## src/rtl/rrar_ram.sv

```systemverilog
// Generic single-port synchronous RAM with registered read.
// No dependencies.
`default_nettype none

module rrar_ram #(
    parameter int unsigned WIDTH = 8,
    parameter int unsigned DEPTH = 512
) (
    input  wire logic                     aclk,
    input  wire logic                     we,
    input  wire logic [$clog2(DEPTH)-1:0] addr,
    input  wire logic [WIDTH-1:0]         wdata,
    output logic      [WIDTH-1:0]         rdata
);

    logic [WIDTH-1:0] mem [DEPTH];

    always_ff @(posedge aclk) begin
        if (we) begin
            mem[addr] <= wdata;
        end
        rdata <= mem[addr];
    end

endmodule

`default_nettype wire

```

## config.mk

```make
export PLATFORM = sky130hd
export DESIGN_NAME = rrar_ram
export DESIGN_NICKNAME = d
export VERILOG_FILES = /design/src/rtl/rrar_ram.sv
export SDC_FILE = /design/constraint.sdc
export NUM_CORES = 2
export LEC_CHECK = 0
export BUFFER_PORTS_ARGS = -buffer_cell sky130_fd_sc_hd__buf_2
export CORE_ASPECT_RATIO = 1.1
export CORE_MARGIN = 8
export CORE_UTILIZATION = 35
export DETAILED_ROUTE_END_ITERATION = 16
export PLACE_DENSITY = 0.55
export SLEW_MARGIN = 20
export SYNTH_ARGS = -nofsm -noshare
export SYNTH_HDL_FRONTEND = slang
export SYNTH_SLANG_ARGS = --single-unit
```

## constraint.sdc

```tcl
create_clock -name aclk -period 4.4 [get_ports aclk]
set_input_delay 0.88 -clock aclk [delete_from_list [all_inputs] [get_ports aclk]]
set_output_delay 0.88 -clock aclk [all_outputs]
set_load 0.03 [all_outputs]
```

* Word-level counts from Yosys, hierarchy flattened
Memories as Yosys holds them, arrays and structs flattened. A register that Yosys moved wholly into a read port is not among the register bits.
Cells that the tools add are included.
** Storage, ports and cells
- Input bits :: 19
- RAM bits :: 4096
- Register bits after elaboration :: 0
- Memories kept :: 1
- Output and inout port bits :: 8
** Operators by class
- Mux-type cells :: 2
** Memory list
- mem :: words 512, bits a word 8, read ports 1, clocked after Yosys merged registers in 1, write ports 1, line 16 : logic [WIDTH-1:0] mem [DEPTH];
** Operators with widths (number)
- $mux 1 :: 2

* Longest topological paths before layout
- Depth after elaboration :: 2
- Mapped depth :: 13
- Depth with buffers taken out :: 7

* Least setup slack after synthesis
OpenSTA, ideal clock, no wires.
- Kind :: input port to flip-flop
- Start :: in addr[0]
- End :: mem mem[463][0], enable pin
- Setup slack :: 1071 ps
- Arrival time :: 2958 ps
- Stages :: 10
- Path buffers :: 8
- Path through :: buf_6 -> buf_12 -> buf_6 -> buf_6 -> buf_4 -> buf_2 -> buf_2 -> nand4_1 -> clkbuf_1 -> nor2_1
** RTL lines
- start, declared :: line 11 : input wire logic [$clog2(DEPTH)-1:0] addr,
- end, declared :: line 16
Straight into the memory's write port.

==> metrics.md <==
| Metric | Value |
|---|---|
| Tot Pwr | `82.7 mW` |
| Post-cts sizing count | `0` |
| Post-synth top flop | `edfxtp_1` |
| # Post-CTS Setup Buffers | `0` |
| IO Port Bufs | `26` |
| Routability cong. | `0.893` |
| Max Freq | `between 200 and 300 MHz` |
| Syn Area/Cell | `20.9 µm²` |
| Area contributors post-synth | `edfxtp_1, mux4_2, mux2i_1, nor2_1, a22oi_1` |
| Distinct cells, synth | `67` |
| Die Span Y | `721 µm` |
| Vias in the first global route | `83200` |
| Vias | `82100` |
| Clk buf depth | `4` |
| All-Layer GR Usage | `0.192` |
| Max-Cap Viols | `0` |
| Worst EP arrival | `roughly 4600 ps` |
| RSZ-0062 raised after global routing | `false` |
| Die X | `657 µm` |
| Final Cell Area | `186000 µm²` |
| Drt via density | `5.56` |
| Sequential Area | `approximately 120000 µm²` |
| Avg WL per Cell | `approximately 32 µm` |
| Slew HR | `0.173` |
| Cell chain of the critical path | `buf_12 > buf_12 > nand4bb_1 > buf_4 > o22ai_1 > nor4_1 > buf_4 > a31oi_1 > or4_1 > nor3_1 > buf_4 > nand4_1` |
| CP max-delay cell | `nor3_1` |
| Clock-pin slew on the worst setup and hold paths | `60 ps` |
| Seq/Total Area, Yosys | `0.778` |
| Top-count cell post-synth | `edfxtp_1` |
| Worst reg2reg endpoint | `rdata[2]$_DFF_P_` |
| Initial Util | `0.351` |
| DRC viols | `0` |
| TritonCTS clock tree | `done` |
| Reg2reg setup slack | `slightly above 900 ps` |
| Max rail drop VDD | `350 µV` |
| YS warnings | `0` |
| Yosys top cell area share | `0.777` |
| Cell mode on critical path | `buf_4` |
| First-pass GRT wire length | `656000 µm` |
| Hpwl dp | `slightly above 300000 µm` |
| Top-level port count | `27` |
| Core Footprint | `451000 µm²` |
| Clock root cell | `clkbuf_16` |
| Synth Register Bits | `roughly 4000` |
| Startpoint Class | `primary input` |
| Power per cell area | `roughly 450 nW/µm²` |
| Initial antenna violation count | `27` |
| Final setup fails | `0` |
| Clk Latency, worst-skew pair | `1010 ps` |
| Worst-Margin Slew | `1240 ps` |
| CTS Buf Count | `424` |
| H-tree levels | `5` |
| Area Growth Syn to Fin | `17.2%` |
| NumNets Final | `approximately 8400` |
| CP Max Fanout | `34` |
| Area of the multi-input gates | `33000 µm²` |
| CTS Sinks | `4104` |
| Worst path max stage delay | `640 ps` |
| Clock Skew | `between 90 and 100 ps` |
| Synth area leader | `edfxtp_1` |
| Largest net degree at the start of global routing | `185` |
| Antenna-violating nets left | `0` |
| Endpoints failing hold | `0` |
| Die ar. | `474000 µm²` |
| Fraction of layout cells with a size suffix above 1 | `0.271` |
| Fin crit period | `3850 ps` |
| Num rows | `259` |
| Syn_nets | `7594` |
| Post-Synthesis Cells | `7575` |
| Reg2reg start | `mem[11][2]$_DFFE_PP_` |
| Drt first pass iters | `6` |
| Grt ovf | `0` |
| CTS Hold Bufs | `0` |
| Share of flip-flops with an asynchronous set or reset | `0` |
| Placed Area | `172000 µm²` |
| Critical path endpoint | `rdata[2]$_DFF_P_` |
| EDFF count, synth | `roughly 4100` |
| Total detailed-routing wirelength | `~470000 µm` |
| R2R cell count | `8` |
| Hold WC Path Type | `in -> reg` |
| Tcrit/Tclk final | `0.875` |
| CP required | `5180 ps` |
| Critical Path End Type | `register` |
| Leakage | `58.8 nW` |
| Post-synth top cells | `edfxtp_1, mux4_2, nor2_1` |
| Max Slew Vio Count | `0` |
| Mapped Area | `158000 µm²` |
| DRT iter0 DRCs | `10100` |
| FILL cells | `39500` |
| Critical Path Source | `addr[0]` |
| Critical path class | `in -> reg` |
| Outcome | `finished, final reports clean` |
## worst max-delay path, delay by kind of cell
kind                   cells  cell delay [ps]
AND/OR/NAND/NOR            5             2140
buffers and inverters      5             1310
AO/OA/AOI/OAI              2              250
## flip-flops by register name, indices dropped and copies added, names as in the netlist
| signal | flops |
|---|---|
| mem | 4096 |
| rdata | 8 |
## cells in the final DEF (no fill, tap or decap), types with 66 or more instances in the layout
cell type / n
a31oi_1: 76
nand2_1: 124
nor2_1: 538
clkinv_1: 121
a22oi_1: 180
mux4_2: 816
buf_12: 122
clkbuf_1: 66
a21oi_1: 77
clkinv_2: 80
mux2i_1: 434
o22ai_1: 118
a221oi_1: 91
clkbuf_16: 429
buf_4: 748
edfxtp_1: 4096
## per-layer routing
metal | track usage | wire length [µm] | vias up
li1 | - | - | 33500
met1 | 0.260 | 189000 | 44200
met2 | 0.314 | 224000 | 3583
met3 | 0.0315 | 36000 | 785
met4 | 0.0689 | 19200 | 2
met5 | 0 | 13 | -
## how the worst min path moves through the flow
stage	start	endpoint	slack, ps	depth (start not counted)
floorplan	mem[341][7]$_DFFE_PP_	rdata[7]$_DFF_P_	700	6
global placement	mem[400][7]$_DFFE_PP_	rdata[7]$_DFF_P_	870	4
detailed placement	mem[402][7]$_DFFE_PP_	rdata[7]$_DFF_P_	860	4
CTS	wdata[1]	mem[406][1]$_DFFE_PP_	160	1
global route	wdata[1]	mem[406][1]$_DFFE_PP_	190	1
finish	wdata[1]	mem[406][1]$_DFFE_PP_	210	1
## layout make-up
class | count | share of cell area
antenna | 3 | 0.0000405
clock buffer | 497 | 0.0593
clock inverter | 282 | 0.0142
inverter | 4 | 0.000108
multi-input combinational | 2984 | 0.178
sequential | 4104 | 0.664
tap | 6003 | 0.0405
timing repair buffer | 893 | 0.0445
## power breakdown
part | internal [mW] | switching (mW) | leakage, nW
Combinational | 1.39 | 2.65 | 15.3
Sequential | 43.1 | 0.0695 | 36.9
Clock | 20.2 | 15.3 | 6.66
## cells by family (layout without fill, tap and decap cells)
family	Yosys count	in the layout	synth area share
simple gates	958	958	0.0274
compound gates	758	758	0.0343
mux	1268	1268	0.145
flops	4104	4104	0.778
buf+inv	487	1676	0.0159
other cells	0	3	0
## per-stage QoR
step                worst slack (ps)  hold slack, ps  TNS (ps)  cells   util
CTS                              662             160         0  14800  0.411
detailed placement              -396             862     -1470  14000  0.381
global placement                -412             874     -1560  14000  0.381
finish                           549             213         0  14800  0.411
global route                     414             191         0  14800  0.411
floorplan                       1070             699         0   7575      -
Power figures use the tool's default switching activity.
