$ cat config.mk
export PLATFORM = sky130hd
export DESIGN_NAME = rrar_engine
export DESIGN_NICKNAME = d
export VERILOG_FILES = /design/src/rtl/rrar_pkg.sv /design/src/rtl/rrar_engine.sv
export SDC_FILE = /design/constraint.sdc
export NUM_CORES = 1
export LEC_CHECK = 0
export BUFFER_PORTS_ARGS = -buffer_cell sky130_fd_sc_hd__buf_4
export CAP_MARGIN = 20
export CORE_MARGIN = 2
export CORE_UTILIZATION = 49
export CTS_BUF_LIST = sky130_fd_sc_hd__clkbuf_8
export DETAILED_ROUTE_END_ITERATION = 12
export GPL_TIMING_DRIVEN = 0
export PLACE_DENSITY = 0.79
export SLEW_MARGIN = 0
export SYNTH_ARGS = -nofsm -noshare
export SYNTH_HDL_FRONTEND = slang
export SYNTH_SLANG_ARGS = --single-unit
export TNS_END_PERCENT = 5
$ cat constraint.sdc
create_clock -name aclk -period 6.16 [get_ports aclk]
set_clock_uncertainty 0.05 [all_clocks]
set_input_delay 0.616 -clock aclk [delete_from_list [all_inputs] [get_ports aclk]]
set_output_delay 0.616 -clock aclk [all_outputs]
set_load 0.01 [all_outputs]
$ cat src/rtl/rrar_pkg.sv
// Shared types and constants for the remote RAM access responder.
// No dependencies; imported by rrar_engine and remote_ram_access_responder.
`default_nettype none

package rrar_pkg;

    // request kinds
    localparam logic [2:0] CMD_SPECIAL = 3'd0;
    localparam logic [2:0] CMD_READ    = 3'd1;
    localparam logic [2:0] CMD_WRITE   = 3'd2;
    localparam logic [2:0] CMD_PING    = 3'd3;

    // acknowledge kinds
    localparam logic [1:0] KIND_OK    = 2'd0;
    localparam logic [1:0] KIND_READ  = 2'd1;
    localparam logic [1:0] KIND_ERROR = 2'd2;

    localparam int unsigned ADDR_W = 17;          // 16-bit start plus byte offset
    localparam logic [15:0] ENS_SELECT = 16'hff00;
    localparam logic [3:0]  NBYTES = 4'd8;

    // version 1, "SID ", node version 2, subversion 0
    localparam logic [63:0] PING_BYTES = 64'h0000_0220_4449_5301;

    typedef struct packed {
        logic [2:0]  cmd;
        logic [7:0]  requester;
        logic [15:0] control;
        logic [63:0] payload;
        logic [3:0]  length;
    } req_t;

    typedef struct packed {
        logic [7:0]  dest;
        logic [1:0]  ack_kind;
        logic [63:0] ack_bytes;
        logic [3:0]  ack_length;
    } result_t;

endpackage

`default_nettype wire

$ cat src/rtl/rrar_engine.sv
// Request sequencer: clear pass after reset, byte-serial read/write of the stores.
// Depends on rrar_pkg; drives two rrar_ram instances in the top level.
`default_nettype none

module rrar_engine #(
    parameter int unsigned PATCH_DEPTH    = 512,
    parameter int unsigned ENSEMBLE_DEPTH = 64
) (
    input  wire logic                              aclk,
    input  wire logic                              aresetn,
    input  wire logic                              req_valid,
    output logic                                   req_ready,
    input  wire rrar_pkg::req_t                    req,
    output logic                                   res_valid,
    input  wire logic                              res_ready,
    output rrar_pkg::result_t                      res,
    output logic                                   patch_we,
    output logic [$clog2(PATCH_DEPTH)-1:0]         patch_addr,
    output logic [7:0]                             patch_wdata,
    input  wire logic [7:0]                        patch_rdata,
    output logic                                   ens_we,
    output logic [$clog2(ENSEMBLE_DEPTH)-1:0]      ens_addr,
    output logic [7:0]                             ens_wdata,
    input  wire logic [7:0]                        ens_rdata
);
    import rrar_pkg::*;

    localparam int unsigned PA_W = $clog2(PATCH_DEPTH);
    localparam int unsigned EA_W = $clog2(ENSEMBLE_DEPTH);
    localparam int unsigned CLR_DEPTH =
        (PATCH_DEPTH > ENSEMBLE_DEPTH) ? PATCH_DEPTH : ENSEMBLE_DEPTH;
    localparam int unsigned CLR_W = $clog2(CLR_DEPTH + 1);

    typedef enum logic [1:0] {IDLE, RUN, DONE} state_t;

    state_t            state_reg, state_next;
    logic              clearing_reg, clearing_next;
    logic [CLR_W-1:0]  clr_cnt_reg, clr_cnt_next;
    logic [3:0]        cnt_reg, cnt_next;
    logic [ADDR_W-1:0] addr_reg, addr_next;
    logic              ens_reg, ens_next;
    logic              rd_reg, rd_next;
    logic              hit_reg, hit_next;
    logic [3:0]        wlen_reg, wlen_next;
    logic [63:0]       wbuf_reg, wbuf_next;
    result_t           res_reg, res_next;

    logic              in_range;
    logic              wr_byte;
    logic              sel_ens;
    logic [7:0]        rd_byte;

    assign in_range = addr_reg < (ens_reg ? ADDR_W'(ENSEMBLE_DEPTH) : ADDR_W'(PATCH_DEPTH));
    assign wr_byte  = (state_reg == RUN) && !rd_reg && (cnt_reg < wlen_reg) && in_range;
    assign sel_ens  = req.control >= ENS_SELECT;
    assign rd_byte  = hit_reg ? (ens_reg ? ens_rdata : patch_rdata) : 8'h00;

    // memory ports: zero sweep during clear, otherwise the running byte address
    always_comb begin
        if (clearing_reg) begin
            patch_we    = clr_cnt_reg < CLR_W'(PATCH_DEPTH);
            patch_addr  = clr_cnt_reg[PA_W-1:0];
            patch_wdata = 8'h00;
            ens_we      = clr_cnt_reg < CLR_W'(ENSEMBLE_DEPTH);
            ens_addr    = clr_cnt_reg[EA_W-1:0];
            ens_wdata   = 8'h00;
        end else begin
            patch_we    = wr_byte && !ens_reg;
            patch_addr  = addr_reg[PA_W-1:0];
            patch_wdata = wbuf_reg[7:0];
            ens_we      = wr_byte && ens_reg;
            ens_addr    = addr_reg[EA_W-1:0];
            ens_wdata   = wbuf_reg[7:0];
        end
    end

    assign req_ready = (state_reg == IDLE) && !clearing_reg;
    assign res_valid = (state_reg == DONE);
    assign res       = res_reg;

    always_comb begin
        state_next    = state_reg;
        clearing_next = clearing_reg;
        clr_cnt_next  = clr_cnt_reg;
        cnt_next      = cnt_reg;
        addr_next     = addr_reg;
        ens_next      = ens_reg;
        rd_next       = rd_reg;
        hit_next      = hit_reg;
        wlen_next     = wlen_reg;
        wbuf_next     = wbuf_reg;
        res_next      = res_reg;

        if (clearing_reg) begin
            clr_cnt_next = clr_cnt_reg + 1'b1;
            if (clr_cnt_reg == CLR_W'(CLR_DEPTH - 1)) begin
                clearing_next = 1'b0;
            end
        end

        case (state_reg)
            IDLE: begin
                if (req_valid && req_ready) begin
                    ens_next  = sel_ens;
                    addr_next = sel_ens ? ADDR_W'(req.control[7:0]) : ADDR_W'(req.control);
                    wlen_next = (req.length > NBYTES) ? NBYTES : req.length;
                    wbuf_next = req.payload;
                    cnt_next  = 4'd0;
                    hit_next  = 1'b0;
                    rd_next   = 1'b0;
                    res_next.dest       = req.requester;
                    res_next.ack_kind   = KIND_ERROR;
                    res_next.ack_bytes  = 64'h0;
                    res_next.ack_length = 4'd0;
                    state_next = DONE;
                    case (req.cmd)
                        CMD_SPECIAL: res_next.ack_kind = KIND_OK;
                        CMD_READ: begin
                            res_next.ack_kind   = KIND_READ;
                            res_next.ack_length = NBYTES;
                            rd_next    = 1'b1;
                            state_next = RUN;
                        end
                        CMD_WRITE: begin
                            if (req.length != 4'd0) begin
                                res_next.ack_kind = KIND_OK;
                                state_next        = RUN;
                            end
                        end
                        CMD_PING: begin
                            res_next.ack_kind   = KIND_OK;
                            res_next.ack_bytes  = PING_BYTES;
                            res_next.ack_length = NBYTES;
                        end
                        default: res_next.ack_kind = KIND_ERROR;
                    endcase
                end
            end
            RUN: begin
                // issue byte cnt, capture byte cnt-1 from the RAM read register
                addr_next = addr_reg + 1'b1;
                cnt_next  = cnt_reg + 1'b1;
                hit_next  = rd_reg && in_range && (cnt_reg < NBYTES);
                wbuf_next = {8'h00, wbuf_reg[63:8]};
                if (rd_reg && cnt_reg != 4'd0) begin
                    res_next.ack_bytes = {rd_byte, res_reg.ack_bytes[63:8]};
                end
                if (cnt_reg == NBYTES) begin
                    state_next = DONE;
                end
            end
            DONE: begin
                if (res_ready) begin
                    state_next = IDLE;
                end
            end
            default: state_next = IDLE;
        endcase
    end

    always_ff @(posedge aclk) begin
        if (!aresetn) begin
            state_reg    <= IDLE;
            clearing_reg <= 1'b1;
            clr_cnt_reg  <= '0;
        end else begin
            state_reg    <= state_next;
            clearing_reg <= clearing_next;
            clr_cnt_reg  <= clr_cnt_next;
        end
        cnt_reg  <= cnt_next;
        addr_reg <= addr_next;
        ens_reg  <= ens_next;
        rd_reg   <= rd_next;
        hit_reg  <= hit_next;
        wlen_reg <= wlen_next;
        wbuf_reg <= wbuf_next;
        res_reg  <= res_next;
    end

endmodule

`default_nettype wire

Yosys cells after proc, flatten, opt, wreduce, memory -nomap -nowiden --
Cells that the tools add are included.
Storage, ports and cells: flip-flop bits (word level) 183, input bits 115, output and inout port bits 113, logic and storage cells 92
Operators by class: add/sub/neg operators 3, $lt $le $gt $ge 7, eq/ne operators 11, multiplexer cells 33, reductions and logical operators 24
Operator list (number):
- 64-bit case mux with 2 select lines | 2
- 64-bit two-way mux | 2
- 68-bit two-way mux | 1
- 42-bit two-way mux | 1
- 17-bit case mux with 2 select lines | 1
- 8-bit two-way mux | 3
- 17-bit by 1-bit adder with 17-bit output, second input constant | 1
- 17-bit by 10-bit less-than comparator with 1-bit output | 1
- 17-bit two-way mux | 1
- 16-bit >= comparator, second input constant | 1
- 16-bit two-way mux | 1
- 2-bit case mux with 3 select lines | 2
- 10-bit by 1-bit adder with 10-bit output, second input constant | 1
- 10-bit by 9-bit equality test with 1-bit output, second input constant | 1
- 1-bit logical AND | 10
- 10-bit less-than comparator, second input constant | 1
- 10-bit by 7-bit less-than comparator with 1-bit output, second input constant | 1
- 10-bit two-way mux | 1
- 2-bit two-way mux | 5
- 9-bit two-way mux | 1
- 4-bit two-way mux | 2
- 2-bit by 1-bit inequality test with 1-bit output, second input constant | 4
- 4-bit case mux with 2 select lines | 1
- 4-bit nonzero test | 2
- 20 further kinds | 31

Longest topological paths before layout --
word-level depth 6, mapped depth 6, gate-level depth less buffers 6

Least setup slack after synthesis --
No wires, ideal clock.
kind register -> register, start point reg state_reg[0], end point reg res_reg, in the netlist res[10], enable pin, library setup time 0.574 ns, arrival time 5.360 ns, data required time 5.536 ns, slack 0.175 ns, stages on the path, launching flop included 5, path buffers 1, clock period less this slack 5.985 ns, cell sequence dfxtp_1 > nor2b_1 > buf_2 > nand2_1 > o21ai_0
Between the ends: cells in the longest elaborated chain, start to end 5, elaborated cells between the ends (all ways) 8, classes of those cells 3 x eq/ne; 5 x reduce/logical
RTL lines:
- start, declared | line rrar_engine.sv:36 | state_t state_reg, state_next;
- start signal, assigned | line rrar_engine.sv:167 | state_reg <= state_next;
- 2-bit zero test | line rrar_engine.sv:77, rrar_engine.sv:101
- 1-bit logical AND | line rrar_engine.sv:77 | assign req_ready = (state_reg == IDLE) && !clearing_reg;
- 1-bit logical AND | line rrar_engine.sv:103 | if (req_valid && req_ready) begin
- 2-bit by 1-bit inequality test with 1-bit output (no line)
- 3-bit AND reduction (no line) (*)
- end signal, assigned | line rrar_engine.sv:178 | res_reg <= res_next;
- end, declared | line rrar_engine.sv:46 | result_t res_reg, res_next;
Every way passes the cells marked *; elsewhere a longest branch is shown, timed or not. A chain may end at the register's enable or synchronous reset.

Worst setup path in the final report --
start point reg addr_reg[9], end point out ens_we
Between the ends: cells in the longest elaborated chain, start to end 4
RTL lines:
- start, declared | line rrar_engine.sv:40 | logic [ADDR_W-1:0] addr_reg, addr_next;
- start signal, assigned | line rrar_engine.sv:172 | addr_reg <= addr_next;
- 17-bit by 10-bit less-than comparator with 1-bit output | line rrar_engine.sv:53 | assign in_range = addr_reg < (ens_reg ? ADDR_W'(ENSEMBLE_DEPTH) : ADDR_W'(PATCH_DEPTH));
- 1-bit logical AND | line rrar_engine.sv:54 | assign wr_byte = (state_reg == RUN) && !rd_reg && (cnt_reg < wlen_reg) && in_range;
- 1-bit logical AND | line rrar_engine.sv:71 | ens_we = wr_byte && ens_reg;
- 1-bit two-way mux | line rrar_engine.sv:60 | if (clearing_reg) begin
- end, declared | line rrar_engine.sv:21 | output logic ens_we,
Every way passes these cells.

==> impl_table.tex <==
\begin{tabular}{lr}
\hline
Metric & Value \\
\hline
\multicolumn{2}{l}{\textbf{Run status}} \\
\quad Result of the run & finished, final reports clean \\
\multicolumn{2}{l}{\textbf{Global route}} \\
\quad Pin count of the biggest net entering global routing & 64 \\
\quad Initial antenna violation count & 0 \\
\quad Global-route wire length before repair & roughly 28000 um \\
\quad Aggregate global routing overflow & 0 \\
\quad Via count of the first global-routing pass & around 5600 \\
\quad Overall Global Routing Usage & between 20\% and 30\% \\
\multicolumn{2}{l}{\textbf{Critical path}} \\
\quad Maximum fanout along the worst path & 5 \\
\quad Sort of element at the end of the critical path & output pin \\
\quad Kind of critical path & flip-flop to output pin \\
\quad Arrival time worst endpoint & approximately 2.3 ns \\
\quad Element type at the critical path start & flip-flop \\
\quad Required time of the worst setup path & $\sim$5.5 ns \\
\multicolumn{2}{l}{\textbf{Power}} \\
\quad Total Power & 2.19 mW \\
\quad Total power divided by cell area & roughly 210 nW/um\^{}2 \\
\quad Clock share of power & 34.5\% \\
\quad Switching component of the power & approximately 500 uW \\
\quad Internal portion of total power & between 1.5 and 2 mW \\
\quad Fraction of power spent switching nets & 22.8\% \\
\quad Leakage Power & 4.36 nW \\
\quad Combinational share of power & under 10\% \\
\quad Max rail drop VDD & between 100 and 150 uV \\
\quad Register share of total power & about 60\% \\
\multicolumn{2}{l}{\textbf{Timing}} \\
\quad Worst-Margin Slew & 0.706 ns \\
\quad Final count of negative-setup-slack endpoints & 0 \\
\quad Final worst-path cycle share & between 40 and 50\% \\
\quad Hold violation total from the final report & 0 \\
\quad Post-layout min period & 2.93 ns \\
\quad Top achievable clock speed & $\sim$340 MHz \\
\quad Final WS setup & 3.23 ns \\
\quad Number of pins with negative max-slew slack in the final report & 0 \\
\quad Rel. slew slack & between 50 and 60\% \\
\quad Unrepaired setup endpoints after global routing & false \\
\multicolumn{2}{l}{\textbf{Place}} \\
\quad Post-place setup slack & about 3.7 ns \\
\quad Placed cell count & roughly 1100 \\
\quad Routability cong. & between 0.8 and 0.9 \\
\quad DPL Wire Length & about 13000 um \\
\quad Count of input and output buffers & 224 \\
\quad Placed cell areas & a little over 10000 um\^{}2 \\
\multicolumn{2}{l}{\textbf{Die}} \\
\quad Row count & 46 \\
\quad Core footprint & around 16000 um\^{}2 \\
\quad Starting utilization of the core area & 50.2\% \\
\quad I/O pins & approximately 230 \\
\quad Die Width & around 130 um \\
\quad Height of the die & 132 um \\
\quad Total Die Area & 17400 um\^{}2 \\
\multicolumn{2}{l}{\textbf{Clock tree}} \\
\quad Root Buffer & sky130\_fd\_sc\_hd\_\_clkbuf\_8 \\
\quad TritonCTS clock tree & built \\
\quad TritonCTS Buffers & 17 \\
\quad Setup Fix Bufs, Post-CTS & 0 \\
\quad Clock network latency to the later pin of the worst-skew pair & approximately 0.46 ns \\
\quad Maximum buffer depth of the clock tree & 2 \\
\quad PostCTS Resize Cnt & 0 \\
\quad Clock Sink Count & 180 \\
\quad H-tree depth & 4 \\
\quad Hold-fix buffers at CTS & 0 \\
\quad Register clock-pin slew on the reported worst setup and hold paths & about 0.1 ns \\
\multicolumn{2}{l}{\textbf{Final layout}} \\
\quad Final layout net count & $\sim$1000 \\
\quad Commonest non-fill, non-tap cell in the layout & sky130\_fd\_sc\_hd\_\_buf\_4 \\
\quad Most frequent cells in the layout & sky130\_fd\_sc\_hd\_\_buf\_4 (242), sky130\_fd\_sc\_hd\_\_nand2\_1 (194), sky130\_fd\_sc\_hd\_\_edfxtp\_1 (167), sky130\_fd\_sc\_hd\_\_and2\_1 (61), sky130\_fd\_sc\_hd\_\_nor2\_1 (22) \\
\quad Non-filler instance count after layout & roughly 1200 \\
\quad Number of flip-flops under the largest register name & 75 \\
\quad Post-route standard cell area excluding fillers & $\sim$10000 um\^{}2 \\
\quad Area Overhead vs Synth & 30.4\% \\
\quad Fraction of layout cells with a size suffix above 1 & 32.8\% \\
\quad Count of inserted antenna diode cells & 0 \\
\multicolumn{2}{l}{\textbf{Yosys}} \\
\quad Sequential cell area fraction in the yosys report & between 60\% and 70\% \\
\quad Average size of a mapped cell & 11.9 um\^{}2 \\
\quad Synth area leaders & sky130\_fd\_sc\_hd\_\_edfxtp\_1 (63\%), sky130\_fd\_sc\_hd\_\_nand2\_1 (9.1\%), sky130\_fd\_sc\_hd\_\_and2\_1 (4.8\%), sky130\_fd\_sc\_hd\_\_dfxtp\_1 (3.2\%), sky130\_fd\_sc\_hd\_\_buf\_4 (1.7\%) \\
\quad Unique cell type count in the Yosys netlist & 46 \\
\quad Library cell occupying the most area in the post-synthesis netlist & sky130\_fd\_sc\_hd\_\_edfxtp\_1 \\
\quad Synth warn & 0 \\
\quad Share of the synthesized area in the top cell type & a little over three fifths \\
\quad Post-synth design cell area & between 8000 and 9000 um\^{}2 \\
\quad Number of register bits inferred by synthesis & 180 \\
\quad Number of standard cells after synthesis & 675 \\
\multicolumn{2}{l}{\textbf{Routing}} \\
\quad Via count & 5718 \\
\quad First DRT Iteration DRCs & between 300 and 400 \\
\quad Number of detailed-routing iterations run before antenna repair & 7 \\
\quad Routed Antenna Nets & 0 \\
\quad Detailed Route WL & $\sim$18000 um \\
\quad Post-route DRC violation count & 0 \\
\quad Routed wire length per instance & around 15 um \\
\quad Vias per cell & about 5 \\
\multicolumn{2}{l}{\textbf{Job}} \\
\quad Max\_cap viols & 0 \\
\multicolumn{2}{l}{\textbf{Hold path}} \\
\quad Class of the worst hold path & primary input to flip-flop \\
\hline
\end{tabular}
-- metal layers --
layer	global-route usage, %	vias up	share of wire [%]	wire, um
li1	-	2802	-	-
met1	25.0	2668	42	7370
met2	35.2	219	49	8750
met3	5.19	29	6.9	1230
met4	8.15	0	2.3	409
met5	0	-	0	0
-- critical path, stage by stage (launching register included) --
cell and delay [ns]:
sky130_fd_sc_hd__edfxtp_1 0.49, sky130_fd_sc_hd__ha_1 0.24, sky130_fd_sc_hd__nor4_1 0.29, sky130_fd_sc_hd__o2111ai_1 0.20
sky130_fd_sc_hd__o31ai_1 0.39, sky130_fd_sc_hd__buf_4 0.19
-- power by group through the flow --
stage	sequential [mW]	combinational [mW]	clock [mW]
floorplan	1.35	0.0374	0
detailed placement	1.36	0.108	0
global placement	1.36	0.106	0
finish	1.33	0.108	0.757
global route	1.33	0.119	0.815
CTS	1.33	0.108	0.776
-- path summary, 6_finish.rpt --
path                 from     endpoint  slack, ns  cells after the start
max           addr_reg[9]       ens_we       3.23                      5
min               req[84]      res[70]       0.27                      1
max reg2reg  state_reg[1]  wbuf_reg[3]       3.67                      5
min reg2reg  wbuf_reg[15]  wbuf_reg[7]       0.47                      2
-- cells by family after synthesis --
family          Yosys count  synth area share, %
simple gates            339                 20.0
flops                   180                 65.9
buf+inv                  61                 3.92
compound gates           46                 4.22
xor+xnor                 24                 2.62
mux                      16                 2.11
fa+ha+maj                 8                 1.25
other cells               1               0.0468
-- Yosys cell counts, drive strengths merged --
cell     number
a21boi        1
a21o         12
a21oi         2
a22o          8
a22oi         1
a31o          1
a31oi         1
a41o          1
and2         61
and3          1
and3b         1
buf          32
clkbuf       15
conb          1
dfxtp        13
edfxtp      167
ha            8
inv          14
mux2          7
mux2i         9
nand2       195
nand2b        3
nand3        11
nand4         8
nor2         22
nor2b        15
nor3         12
nor3b         2
nor4          6
o2111ai       1
o21ai        11
o21bai        1
o22ai         1
o311a         1
o31ai         2
o41ai         2
or3           1
or4           1
xnor2        11
xor2         13
-- area by class of cell --
cell class	count	area (um^2)
clock buffer	17	234
fill	1229	5500
buffer	47	262
timing repair buffer	227	1760
multi-input combinational	436	2450
clock inverter	15	145
sequential	180	5280
tap	216	270
inverter	14	52.6
-- stage by stage --
stage                     hold slack, ns  setup TNS [ns]  util (%)
after global routing               0.240               0      65.5
after CTS                          0.239               0      65.5
after global placement             0.437         -112.33      62.5
after detailed placement           0.441               0      63.1
final                              0.274               0      65.5
after floorplan                    0.434               0         -
Note: power is estimated with default switching activity, not from simulation.
